===== src/hdl/hbp_pkg.sv =====
// ----------------------------------------------------------------------------
// hbp_pkg
// Types and constants shared by the bit packer: item and result words, the
// command word passed from the front end to the back end, and action codes.
// ----------------------------------------------------------------------------
package hbp_pkg;

    // Widest bit run one command can carry (covers every legal code length)
    localparam int SEG_W       = 64;
    localparam int NBITS_W     = 7;
    localparam int ACC_W       = SEG_W + 8;
    localparam int MAX_RESULTS = 4;
    localparam int RES_CNT_W   = 3;

    typedef enum logic [1:0] {
        ACT_SYMBOL = 2'd0,
        ACT_CODE   = 2'd1,
        ACT_FLUSH  = 2'd2
    } hbp_action_t;

    typedef struct packed {
        logic [1:0]  action;
        logic [8:0]  symbol;
        logic [31:0] code_bits;
        logic [5:0]  code_length;
    } hbp_in_t;

    typedef struct packed {
        logic [7:0] out_byte;
        logic       last;
    } hbp_out_t;

    // Bits left-aligned: bits[SEG_W-1] goes out first
    typedef struct packed {
        logic               flush;
        logic [NBITS_W-1:0] nbits;
        logic [SEG_W-1:0]   bits;
    } hbp_cmd_t;

endpackage


===== src/hdl/hbp_fifo.sv =====
// ----------------------------------------------------------------------------
// hbp_fifo
// Small register queue with push/full and pop/empty; head shown while not empty.
// ----------------------------------------------------------------------------
module hbp_fifo #(
    parameter int  DEPTH = 4,
    parameter type T     = logic
) (
    input  logic clk,
    input  logic rst_n,
    input  logic push,
    input  T     wdata,
    output logic full,
    input  logic pop,
    output T     rdata,
    output logic empty
);

    localparam int PTR_W = (DEPTH > 1) ? $clog2(DEPTH) : 1;
    localparam int CNT_W = $clog2(DEPTH + 1);

    T                 mem_reg [DEPTH];
    logic [PTR_W-1:0] wr_ptr_reg, wr_ptr_next;
    logic [PTR_W-1:0] rd_ptr_reg, rd_ptr_next;
    logic [CNT_W-1:0] count_reg, count_next;
    logic             do_push, do_pop;

    assign full    = (count_reg == CNT_W'(DEPTH));
    assign empty   = (count_reg == '0);
    assign do_push = push && !full;
    assign do_pop  = pop && !empty;
    assign rdata   = mem_reg[rd_ptr_reg];

    always_comb
    begin
        wr_ptr_next = wr_ptr_reg;
        rd_ptr_next = rd_ptr_reg;
        count_next  = count_reg;
        if (do_push)
        begin
            wr_ptr_next = (wr_ptr_reg == PTR_W'(DEPTH - 1)) ? '0 : wr_ptr_reg + 1'b1;
        end
        if (do_pop)
        begin
            rd_ptr_next = (rd_ptr_reg == PTR_W'(DEPTH - 1)) ? '0 : rd_ptr_reg + 1'b1;
        end
        if (do_push && !do_pop)
        begin
            count_next = count_reg + 1'b1;
        end
        else if (do_pop && !do_push)
        begin
            count_next = count_reg - 1'b1;
        end
    end

    always_ff @(posedge clk)
    begin
        if (do_push)
        begin
            mem_reg[wr_ptr_reg] <= wdata;
        end
    end

    always_ff @(posedge clk or negedge rst_n)
    begin
        if (!rst_n)
        begin
            wr_ptr_reg <= '0;
            rd_ptr_reg <= '0;
            count_reg  <= '0;
        end
        else
        begin
            wr_ptr_reg <= wr_ptr_next;
            rd_ptr_reg <= rd_ptr_next;
            count_reg  <= count_next;
        end
    end

endmodule


===== src/hdl/hbp_front.sv =====
// ----------------------------------------------------------------------------
// hbp_front
// Classifies an input word and turns it into a left-aligned bit run for the
// back end. Words that add no bits and flush nothing are dropped here.
// ----------------------------------------------------------------------------
module hbp_front #(
    parameter int MAX_CODE_LEN = 32,
    parameter int SYMBOL_BITS  = 9
) (
    input  hbp_pkg::hbp_in_t  item,
    output hbp_pkg::hbp_cmd_t cmd,
    output logic              keep
);
    import hbp_pkg::*;

    logic [NBITS_W-1:0]  code_nbits;
    logic [SEG_W+31:0]   code_wide;

    // Saturate overlong codes, then shift so bit nbits-1 lands on top
    assign code_nbits = (item.code_length > 6'(MAX_CODE_LEN)) ? NBITS_W'(MAX_CODE_LEN)
                                                              : NBITS_W'(item.code_length);
    assign code_wide  = {{SEG_W{1'b0}}, item.code_bits} << (NBITS_W'(SEG_W) - code_nbits);

    always_comb
    begin
        cmd  = '0;
        keep = 1'b0;
        unique case (item.action)
            ACT_SYMBOL:
            begin
                // Symbol goes out least significant bit first
                for (int k = 0; k < 9; k++)
                begin
                    if (k < SYMBOL_BITS)
                    begin
                        cmd.bits[SEG_W-1-k] = item.symbol[k];
                    end
                end
                cmd.nbits = NBITS_W'(SYMBOL_BITS);
                keep      = 1'b1;
            end
            ACT_CODE:
            begin
                cmd.bits  = code_wide[SEG_W-1:0];
                cmd.nbits = code_nbits;
                keep      = (item.code_length != '0);
            end
            ACT_FLUSH:
            begin
                cmd.flush = 1'b1;
                keep      = 1'b1;
            end
            default:
            begin
                keep = 1'b0;
            end
        endcase
    end

endmodule


===== src/hdl/hbp_back.sv =====
// ----------------------------------------------------------------------------
// hbp_back
// Merges each command's bits behind the partial byte, then hands the finished
// bytes on, one a cycle while the result queue has room, marking the final one.
// ----------------------------------------------------------------------------
module hbp_back (
    input  logic              clk,
    input  logic              rst_n,
    input  hbp_pkg::hbp_cmd_t head,
    input  logic              head_empty,
    output logic              head_pop,
    output hbp_pkg::hbp_out_t res,
    output logic              res_push,
    input  logic              res_full
);
    import hbp_pkg::*;

    logic [7:0]           partial_reg, partial_next;
    logic [2:0]           fill_reg, fill_next;
    logic [31:0]          bytes_reg, bytes_next;
    logic [RES_CNT_W-1:0] rem_reg, rem_next;

    logic [NBITS_W-1:0]   total;
    logic [3:0]           nbytes;
    logic [ACC_W-1:0]     acc;
    logic [8:0][7:0]      acc_b;
    logic [RES_CNT_W-1:0] load_cnt;
    logic                 emit;
    logic                 can_load;

    assign total  = NBITS_W'(fill_reg) + head.nbits;
    assign nbytes = total[NBITS_W-1:3];
    assign acc    = {partial_reg, {SEG_W{1'b0}}} | ({head.bits, 8'b0} >> fill_reg);
    assign acc_b  = acc;

    // Further bytes past the result limit are dropped
    assign load_cnt = (nbytes > 4'(MAX_RESULTS)) ? RES_CNT_W'(MAX_RESULTS)
                                                 : RES_CNT_W'(nbytes);

    assign emit     = (rem_reg != '0) && !res_full;
    assign can_load = (rem_reg == '0) || (emit && (rem_reg == RES_CNT_W'(1)));
    assign head_pop = can_load && !head_empty;

    assign res_push     = emit;
    assign res.out_byte = bytes_reg[31:24];
    assign res.last     = (rem_reg == RES_CNT_W'(1));

    always_comb
    begin
        partial_next = partial_reg;
        fill_next    = fill_reg;
        bytes_next   = bytes_reg;
        rem_next     = rem_reg;
        priority if (head_pop)
        begin
            if (head.flush)
            begin
                bytes_next   = {partial_reg, 24'b0};
                rem_next     = RES_CNT_W'(1);
                partial_next = '0;
                fill_next    = '0;
            end
            else
            begin
                bytes_next   = acc[ACC_W-1 -: 32];
                rem_next     = load_cnt;
                partial_next = acc_b[4'd8 - nbytes];
                fill_next    = total[2:0];
            end
        end
        else if (emit)
        begin
            bytes_next = {bytes_reg[23:0], 8'b0};
            rem_next   = rem_reg - 1'b1;
        end
        else
        begin
            // hold pending bytes
            bytes_next = bytes_reg;
        end
    end

    always_ff @(posedge clk)
    begin
        bytes_reg <= bytes_next;
    end

    always_ff @(posedge clk or negedge rst_n)
    begin
        if (!rst_n)
        begin
            partial_reg <= '0;
            fill_reg    <= '0;
            rem_reg     <= '0;
        end
        else
        begin
            partial_reg <= partial_next;
            fill_reg    <= fill_next;
            rem_reg     <= rem_next;
        end
    end

    a_rem_limit: assert property (@(posedge clk) disable iff (!rst_n)
        rem_reg <= RES_CNT_W'(MAX_RESULTS))
        else $error("byte count above result limit");

    a_load_after_last: assert property (@(posedge clk) disable iff (!rst_n)
        head_pop |-> (rem_reg == '0) || (emit && rem_reg == RES_CNT_W'(1)))
        else $error("command taken while bytes still pending");

    a_flush_clears: assert property (@(posedge clk) disable iff (!rst_n)
        head_pop && head.flush |=> (fill_reg == '0) && (partial_reg == '0)
                                   && (rem_reg == RES_CNT_W'(1)))
        else $error("flush did not clear the partial byte");

    a_stall_holds: assert property (@(posedge clk) disable iff (!rst_n)
        (rem_reg != '0) && res_full |=> $stable(bytes_reg) && $stable(rem_reg))
        else $error("pending bytes moved while result queue full");

endmodule


===== src/hdl/huffman_bit_packer.sv =====
// ----------------------------------------------------------------------------
// huffman_bit_packer
// MSB-first bit packer: appends symbols and codes, emits finished bytes.
// ----------------------------------------------------------------------------
// Input words are taken one a cycle while the four-entry command queue has
// room; the front end turns each into a left-aligned bit run at once. The back
// end merges a run behind the partial byte as it takes the command and then
// delivers the finished bytes one a cycle, while there is room, into a
// four-entry result queue; it takes the next command as it sends the last
// byte of the one before. The byte rate of the back end is what sets sustained
// throughput. Flush always gives one byte, even when empty.
module huffman_bit_packer #(
    parameter int MAX_CODE_LEN = 32,
    parameter int SYMBOL_BITS  = 9
) (
    input  logic              clk,
    input  logic              rst_n,
    input  logic              push,
    input  hbp_pkg::hbp_in_t  item,
    output logic              full,
    input  logic              pop,
    output hbp_pkg::hbp_out_t result,
    output logic              empty
);
    import hbp_pkg::*;

    localparam int CMD_DEPTH = 4;
    localparam int RES_DEPTH = 4;

    hbp_cmd_t cmd;
    hbp_cmd_t head;
    hbp_out_t res;
    logic     keep;
    logic     cmd_push;
    logic     head_empty;
    logic     head_pop;
    logic     res_push;
    logic     res_full;

    hbp_front #(
        .MAX_CODE_LEN (MAX_CODE_LEN),
        .SYMBOL_BITS  (SYMBOL_BITS)
    ) u_front (
        .item (item),
        .cmd  (cmd),
        .keep (keep)
    );

    // Drop words that change nothing; they are still accepted
    assign cmd_push = push && keep;

    hbp_fifo #(
        .DEPTH (CMD_DEPTH),
        .T     (hbp_cmd_t)
    ) u_cmd_q (
        .clk   (clk),
        .rst_n (rst_n),
        .push  (cmd_push),
        .wdata (cmd),
        .full  (full),
        .pop   (head_pop),
        .rdata (head),
        .empty (head_empty)
    );

    hbp_back u_back (
        .clk        (clk),
        .rst_n      (rst_n),
        .head       (head),
        .head_empty (head_empty),
        .head_pop   (head_pop),
        .res        (res),
        .res_push   (res_push),
        .res_full   (res_full)
    );

    hbp_fifo #(
        .DEPTH (RES_DEPTH),
        .T     (hbp_out_t)
    ) u_res_q (
        .clk   (clk),
        .rst_n (rst_n),
        .push  (res_push),
        .wdata (res),
        .full  (res_full),
        .pop   (pop),
        .rdata (result),
        .empty (empty)
    );

endmodule


===== config.mk =====
export PLATFORM = sky130hd
export DESIGN_NAME = huffman_bit_packer
export DESIGN_NICKNAME = d
export VERILOG_FILES = /design/src/hdl/hbp_pkg.sv /design/src/hdl/hbp_fifo.sv /design/src/hdl/hbp_front.sv /design/src/hdl/hbp_back.sv /design/src/hdl/huffman_bit_packer.sv
export SDC_FILE = /design/constraint.sdc
export NUM_CORES = 1
export LEC_CHECK = 0
export ABC_CLOCK_PERIOD_IN_PS = 8300
export BUFFER_PORTS_ARGS = -buffer_cell sky130_fd_sc_hd__buf_2
export CORE_MARGIN = 2
export CORE_UTILIZATION = 45
export DETAILED_ROUTE_END_ITERATION = 16
export MAX_ROUTING_LAYER = met4
export PLACE_DENSITY = 0.69
export SLEW_MARGIN = 20
export SYNTH_ARGS = -nofsm -noshare
export SYNTH_HDL_FRONTEND = slang
export SYNTH_SLANG_ARGS = --single-unit

===== constraint.sdc =====
create_clock -name clk -period 8.3 [get_ports clk]
set_input_delay 2.075 -clock clk [delete_from_list [all_inputs] [get_ports clk]]
set_output_delay 2.075 -clock clk [all_outputs]
set_load 0.01 [all_outputs]

### Word level (Yosys, flattened, before mapping)

Memories as Yosys holds them, arrays and structs flattened.
Cells that the tools add are included.

* input port bits: 53
* output and inout port bits: 11
* latch bits: 0
* ROM bits: 0
* memories: 2
* word-level logic and storage cells: 98
* RAM bits: 324
* register bits after elaboration: 60

Memory list
* u_cmd_q.mem_reg: depth 4, width 72, rd ports 1, clocked after Yosys merged registers in 0, write ports 1, RTL line hbp_fifo.sv:22 `T mem_reg [DEPTH];`
* u_res_q.mem_reg: depth 4, width 9, rd ports 1, clocked after Yosys merged registers in 0, write ports 1, RTL line hbp_fifo.sv:22

* div/mod/pow operators: 0
* reduce and logical (&&, ||, !) cells: 31
* multipliers: 0
* mux-type cells: 28
* add/subtract/negate cells: 12
* order comparisons: 3
* equality and inequality tests: 9
* shift-type cells: 2
* bitwise gates (word level): 1

Operators by type and width (number)
* two-way mux 32 bit: 3
* bitwise OR 72 bit: 1
* >> shifter 72 x 3 -> 72 bit: 1
* left shift 32 x 7 -> 64 bit: 1
* two-way mux 55 bit: 1
* binary-select mux 8 bit (select 4 bit): 1
* one-hot mux 16 bit (2 select lines): 1
* two-way mux 3 bit: 9
* two-way mux 8 bit: 2
* logical AND 1 bit: 12
* equality test 2 bit (second input constant): 5
* logical NOT 3 bit: 3
* subtractor 3 x 1 -> 3 bit (second input constant): 3
* adder 2 x 1 -> 2 bit (second input constant): 4
* logical NOT 1 bit: 8
* two-way mux 2 bit: 4
* adder 3 x 7 -> 7 bit: 1
* subtractor 7 bit (first input constant): 1
* adder 3 x 1 -> 3 bit (second input constant): 2
* equality test 3 bit (second input constant): 2
* greater-than comparator 6 bit (second input constant): 1
* two-way mux 6 bit: 1
* nonzero test 2 bit: 3
* nonzero test 6 bit: 1
* 11 further kinds: 15

### Longest topological paths before layout

* depth after elaboration: 10
* depth in mapped cells: 22
* depth with buffers taken out: 15

### Hierarchy

Synthesis repeated with hierarchy kept, for this count alone.

* cell total of the unflattened synthesis: 1573
* area, all modules: 22217.6 sq um

By module, submodules not included
* hbp_fifo at u_cmd_q: area an instance 10840.4 sq um, sequential area each 8823.5 sq um, times used 1, cells each 413
* hbp_back: area an instance 6068.3 sq um, sequential area each 1311.3 sq um, times used 1, cells each 640
* hbp_front: area an instance 3549.7 sq um, sequential area each 0.0 sq um, times used 1, cells each 435
* hbp_fifo at u_res_q: area an instance 1752.9 sq um, sequential area each 1256.2 sq um, times used 1, cells each 84
* huffman_bit_packer: area an instance 6.3 sq um, sequential area each 0.0 sq um, times used 1, cells each 1

### Worst setup path before layout

Ideal clock, no wire load.

* path kind: register to register
* start: register u_cmd_q.rd_ptr_reg[1]
* end: register u_back.partial_reg[4]
* library setup time: 133 ps
* stages on the path, launching flop included: 21
* data arrival time: 4895 ps
* setup slack: 3272 ps
* required time: 8167 ps
* clock period less this slack: 5028 ps
* buffers on the path: 9
* cells stage by stage: dfrtp_1 > buf_4 > buf_2 > buf_4 > buf_2 > buf_2 > mux4_2 > ha_1 > a21o_1 > a21oi_1 > xnor2_4 > inv_2 > clkbuf_1 > buf_1 > ha_1 > clkbuf_1 > inv_1 > clkbuf_1 > mux4_2 > a221oi_1 > a211oi_1

* cells in the longest elaborated chain, start to end: 6
* elaborated cells on any way between the ends: 8
* classes of those cells: 2 x add/sub; 1 x shift; 3 x mux; 1 x bitwise; 1 x memory

RTL lines
* from (decl): RTL line hbp_fifo.sv:24 `logic [PTR_W-1:0] rd_ptr_reg, rd_ptr_next;`
* from (signal assigned): RTL line hbp_fifo.sv:76 `rd_ptr_reg <= rd_ptr_next;`
* memory read (4 x 72 bit) *
* adder 3 x 7 -> 7 bit or >> shifter 72 x 3 -> 72 bit (tied branches): RTL line hbp_back.sv:31, hbp_back.sv:33
* subtractor 4 bit or bitwise OR 72 bit (tied branches): RTL line hbp_back.sv:67, hbp_back.sv:33
* binary-select mux 8 bit (select 4 bit): RTL line hbp_back.sv:67 `partial_next = acc_b[4'd8 - nbytes];`
* two-way mux 8 bit (not written as such): RTL line hbp_back.sv:67
* two-way mux 8 bit *: RTL line hbp_back.sv:56 `if (head.flush)`
* to (signal assigned): RTL line hbp_back.sv:98 `partial_reg <= partial_next;`
* to (decl): RTL line hbp_back.sv:18 `logic [7:0] partial_reg, partial_next;`

Mark *: on every way between the ends. The rest lies on a longest branch, timed or not. The select of a mux whose other input is x is not followed.
A chain may end at the register's enable or synchronous reset.

==> key figures <==
Global route
  • Global-route wire length before repair: ~77000 um
  • Antenna violations before repair: 0
  • Vias in the first global route: around 13000
  • GRT Util Overall: around 22%
  • Largest net degree at the start of global routing: 71
  • GR Overflow Total: 0

Synth
  • Synth warn: 0
  • Synthesis-stage register bit count: 380
  • Post-synth top area cell: edfxtp_1
  • Predominant post-synthesis flop cell: edfxtp_1
  • Sequential share of the synthesized area: 55.03%
  • Post-Syn Area: just over 20000 sq um
  • Synth async-reset ratio: under 10%
  • Dominant cells by area after synthesis: edfxtp_1, mux4_2, mux2i_1, mux2_2, dfrtp_1
  • Netlist cell types: 73
  • Area share of the largest cell type after synthesis: about half
  • Post-Synthesis Cells: around 1500
  • Count leader, synth: edfxtp_1
  • Number of synthesized flops with an enable pin: 352
  • Most instantiated cells after synthesis: edfxtp_1, mux2i_1, nor2_1
  • Mean Syn Cell Area: 13.36 sq um

Worst setup path
  • CP Launch Type: input pin
  • Critical path depth in cells: 11
  • Max FO, Critical Path: 35
  • Worst Path Required: roughly 8600 ps
  • Critical setup path kind: in2reg
  • Critical path arrival: 5510 ps
  • CP delay by family, top: buffers and inverters
  • Max stage delay on crit path: 840 ps
  • Critical path buffer and inverter count: 4
  • Slowest cell on crit path: ha_1
  • Crit path capture type: register
  • Worst Reg-to-Reg Cells: 14
  • Critical path, cell by cell: buf_2 > nor2b_4 > buf_4 > inv_1 > ha_1 > buf_4 > mux4_2 > mux2i_1 > mux2i_1 > o21ai_0 > o21ai_0

Timing
  • Setup Skew: 20.59 ps
  • Fin crit period: between 5000 and 6000 ps
  • Final hold vios: 0
  • FMAX: approximately 190 MHz
  • Fin Setup TNS: 0 ps
  • Final setup violation count: 0
  • Slew headroom: just under 30%
  • Max-slew violation count: 0
  • Actual slew at the worst max-slew pin: 1053 ps
  • RSZ-0062 raised after global routing: false
  • Fin crit share: between 60 and 70%

Hold path
  • Worst min-delay path class: reg2reg
  • Hold Crit Depth: 0

Flow run
  • Max cap viols: 0

Floorplan
  • DIE AREA: about 47000 sq um
  • I/O pin count: between 60 and 70
  • Std cell rows: 78
  • Core ar.: around 45000 sq um
  • Initial Utilization: 45.32%
  • Die H: about 220 um
  • Die Wd: around 220 um

Final layout
  • Fillers: 3863
  • Final instance area: roughly 23000 sq um
  • Footprint of the multi-input gates: 8929 sq um
  • Area Overhead vs Synth: 12.16%
  • Number of flip-flops in the largest register: 284
  • Proportion of layout cells with a drive suffix above 1: around 21%
  • Fin nets: 1712
  • Finished Core Util: between 50 and 60%
  • FF/Latch Area: around 11000 sq um
  • Fin cells: about 2300
  • Ant diodes: 0

Clock network
  • CTS sink count: 380
  • Clk buf depth: 3
  • Post-CTS setup buffer count: 0
  • H-tree depth: 2
  • Root Driver: clkbuf_16
  • Later-pin clock latency in the skew report: 560 ps
  • Post-CTS Hold Buffers: 0
  • Clk slew on worst S/H paths: around 60 ps
  • CTS resizes: 0
  • Cts bufs inserted: 41
  • CTS tree: built

Place
  • Final GP Congestion: ~0.90
  • Placed cells: 2192
  • Detail Placement HPWL: between 30000 and 40000 um
  • Cell area after placement: about 22000 sq um
  • Port buffer count: 63

Detailed routing
  • Total Wirelength: 49200 um
  • Vias per cell: between 5 and 6
  • Routed wire length per instance: 21.68 um
  • DRC Markers: 0
  • Antenna viol nets, final: 0
  • Drt pass-1 iters: 5
  • Routed via count: 13250
  • Iteration-0 DRC Markers: between 1000 and 1500

Outcome
  • Status: finished clean

Power and ir drop
  • Worst vdd ir: ~230 uV
  • Power density cells: around 400 nW/um^2
  • Leakage: between 0.008 and 0.009 uW
==> worst paths after layout <==
check	start	endpoint	slack (ps)
min	u_back.bytes_reg[26]$_DFFE_PP_	u_res_q.mem_reg[1][3]$_DFFE_PP_	500
min reg2reg	u_back.bytes_reg[26]$_DFFE_PP_	u_res_q.mem_reg[1][3]$_DFFE_PP_	500
min in group asynchronous	rst_n	u_res_q.count_reg[1]$_DFFE_PN0P_	1580
max reg2reg	u_cmd_q.rd_ptr_reg[0]$_DFFE_PN0P_	u_back.partial_reg[3]$_DFFE_PN0N_	3180
max in group asynchronous	rst_n	u_cmd_q.rd_ptr_reg[0]$_DFFE_PN0P_	6180
max	item[5]	u_cmd_q.mem_reg[1][55]$_DFFE_PP_	3050
==> cell usage in the layout (no fill, tap or decap), types with 7 or more instances in the layout <==
cell / synthesis / layout
edfxtp_1: 352 / 352
mux2i_1: 181 / 181
nor2_1: 112 / 112
nand2_1: 102 / 102
mux4_2: 84 / 84
mux2_2: 81 / 81
conb_1: 1 / 80
o21ai_0: 76 / 76
a21oi_1: 67 / 66
buf_2: 20 / 63
clkbuf_16: 0 / 43
o22ai_1: 29 / 29
buf_4: 6 / 29
dfrtp_1: 28 / 25
a22o_1: 20 / 20
ha_1: 20 / 20
nand3_1: 19 / 19
a22oi_1: 19 / 19
inv_1: 18 / 18
and2_1: 22 / 18
o211ai_1: 18 / 18
nor3_1: 16 / 16
nand2b_1: 11 / 11
or3_1: 11 / 11
clkinv_2: 0 / 11
a211oi_1: 10 / 10
clkinv_1: 1 / 8
a21o_1: 8 / 8
xnor2_1: 8 / 7
xor2_1: 7 / 7
a211o_1: 7 / 7
==> metrics by stage <==
step | hold slack (ps) | total power [uW] | setup slack, ps
2_1_floorplan | 456.0 | 6079 | 3272
3_3_place_gp | 466.6 | 7164 | 2665
3_5_place_dp | 481.1 | 7231 | 2539
4_1_cts | 496.5 | 9102 | 3113
5_1_grt | 505.0 | 9640 | 2755
6_report | 496.5 | 9105 | 3046
==> layer usage <==
layer / vias up / track usage [%] / part of all wire [%]
met3: 91 / 3.899 / 6.8
met5: - / - / 0
met4: 0 / 7.557 / 3.0
li1: 6094 / - / -
met1: 6562 / 28.78 / 43
met2: 499 / 33.86 / 48
==> final cells by class <==
class,count,area share (%)
Timing Repair Buffer,93,2.440
Clock buffer,49,4.782
Multi-Input combinational cell,1098,38.87
Sequential cell,380,49.09
Clock inverter,27,1.187
Tap cell,600,3.268
Inverter,22,0.3595
==> logic make-up after synthesis <==
family	count (synthesis)	share of synthesized area, %
flops	380	55.03
fa+ha+maj	23	1.515
other cells	1	0.01831
mux	348	22.67
buf+inv	134	3.018
simple gates	322	7.075
xor+xnor	16	0.7759
compound gates	309	9.897
==> where the power goes <==
part	internal [uW]	switching, uW	leakage [uW]	total [uW]
logic	1780	2670	0.00413	4450
registers	2610	201	0.00368	2810
clock network	1100	739	0.000677	1840
(Power assumes the default switching activity.)
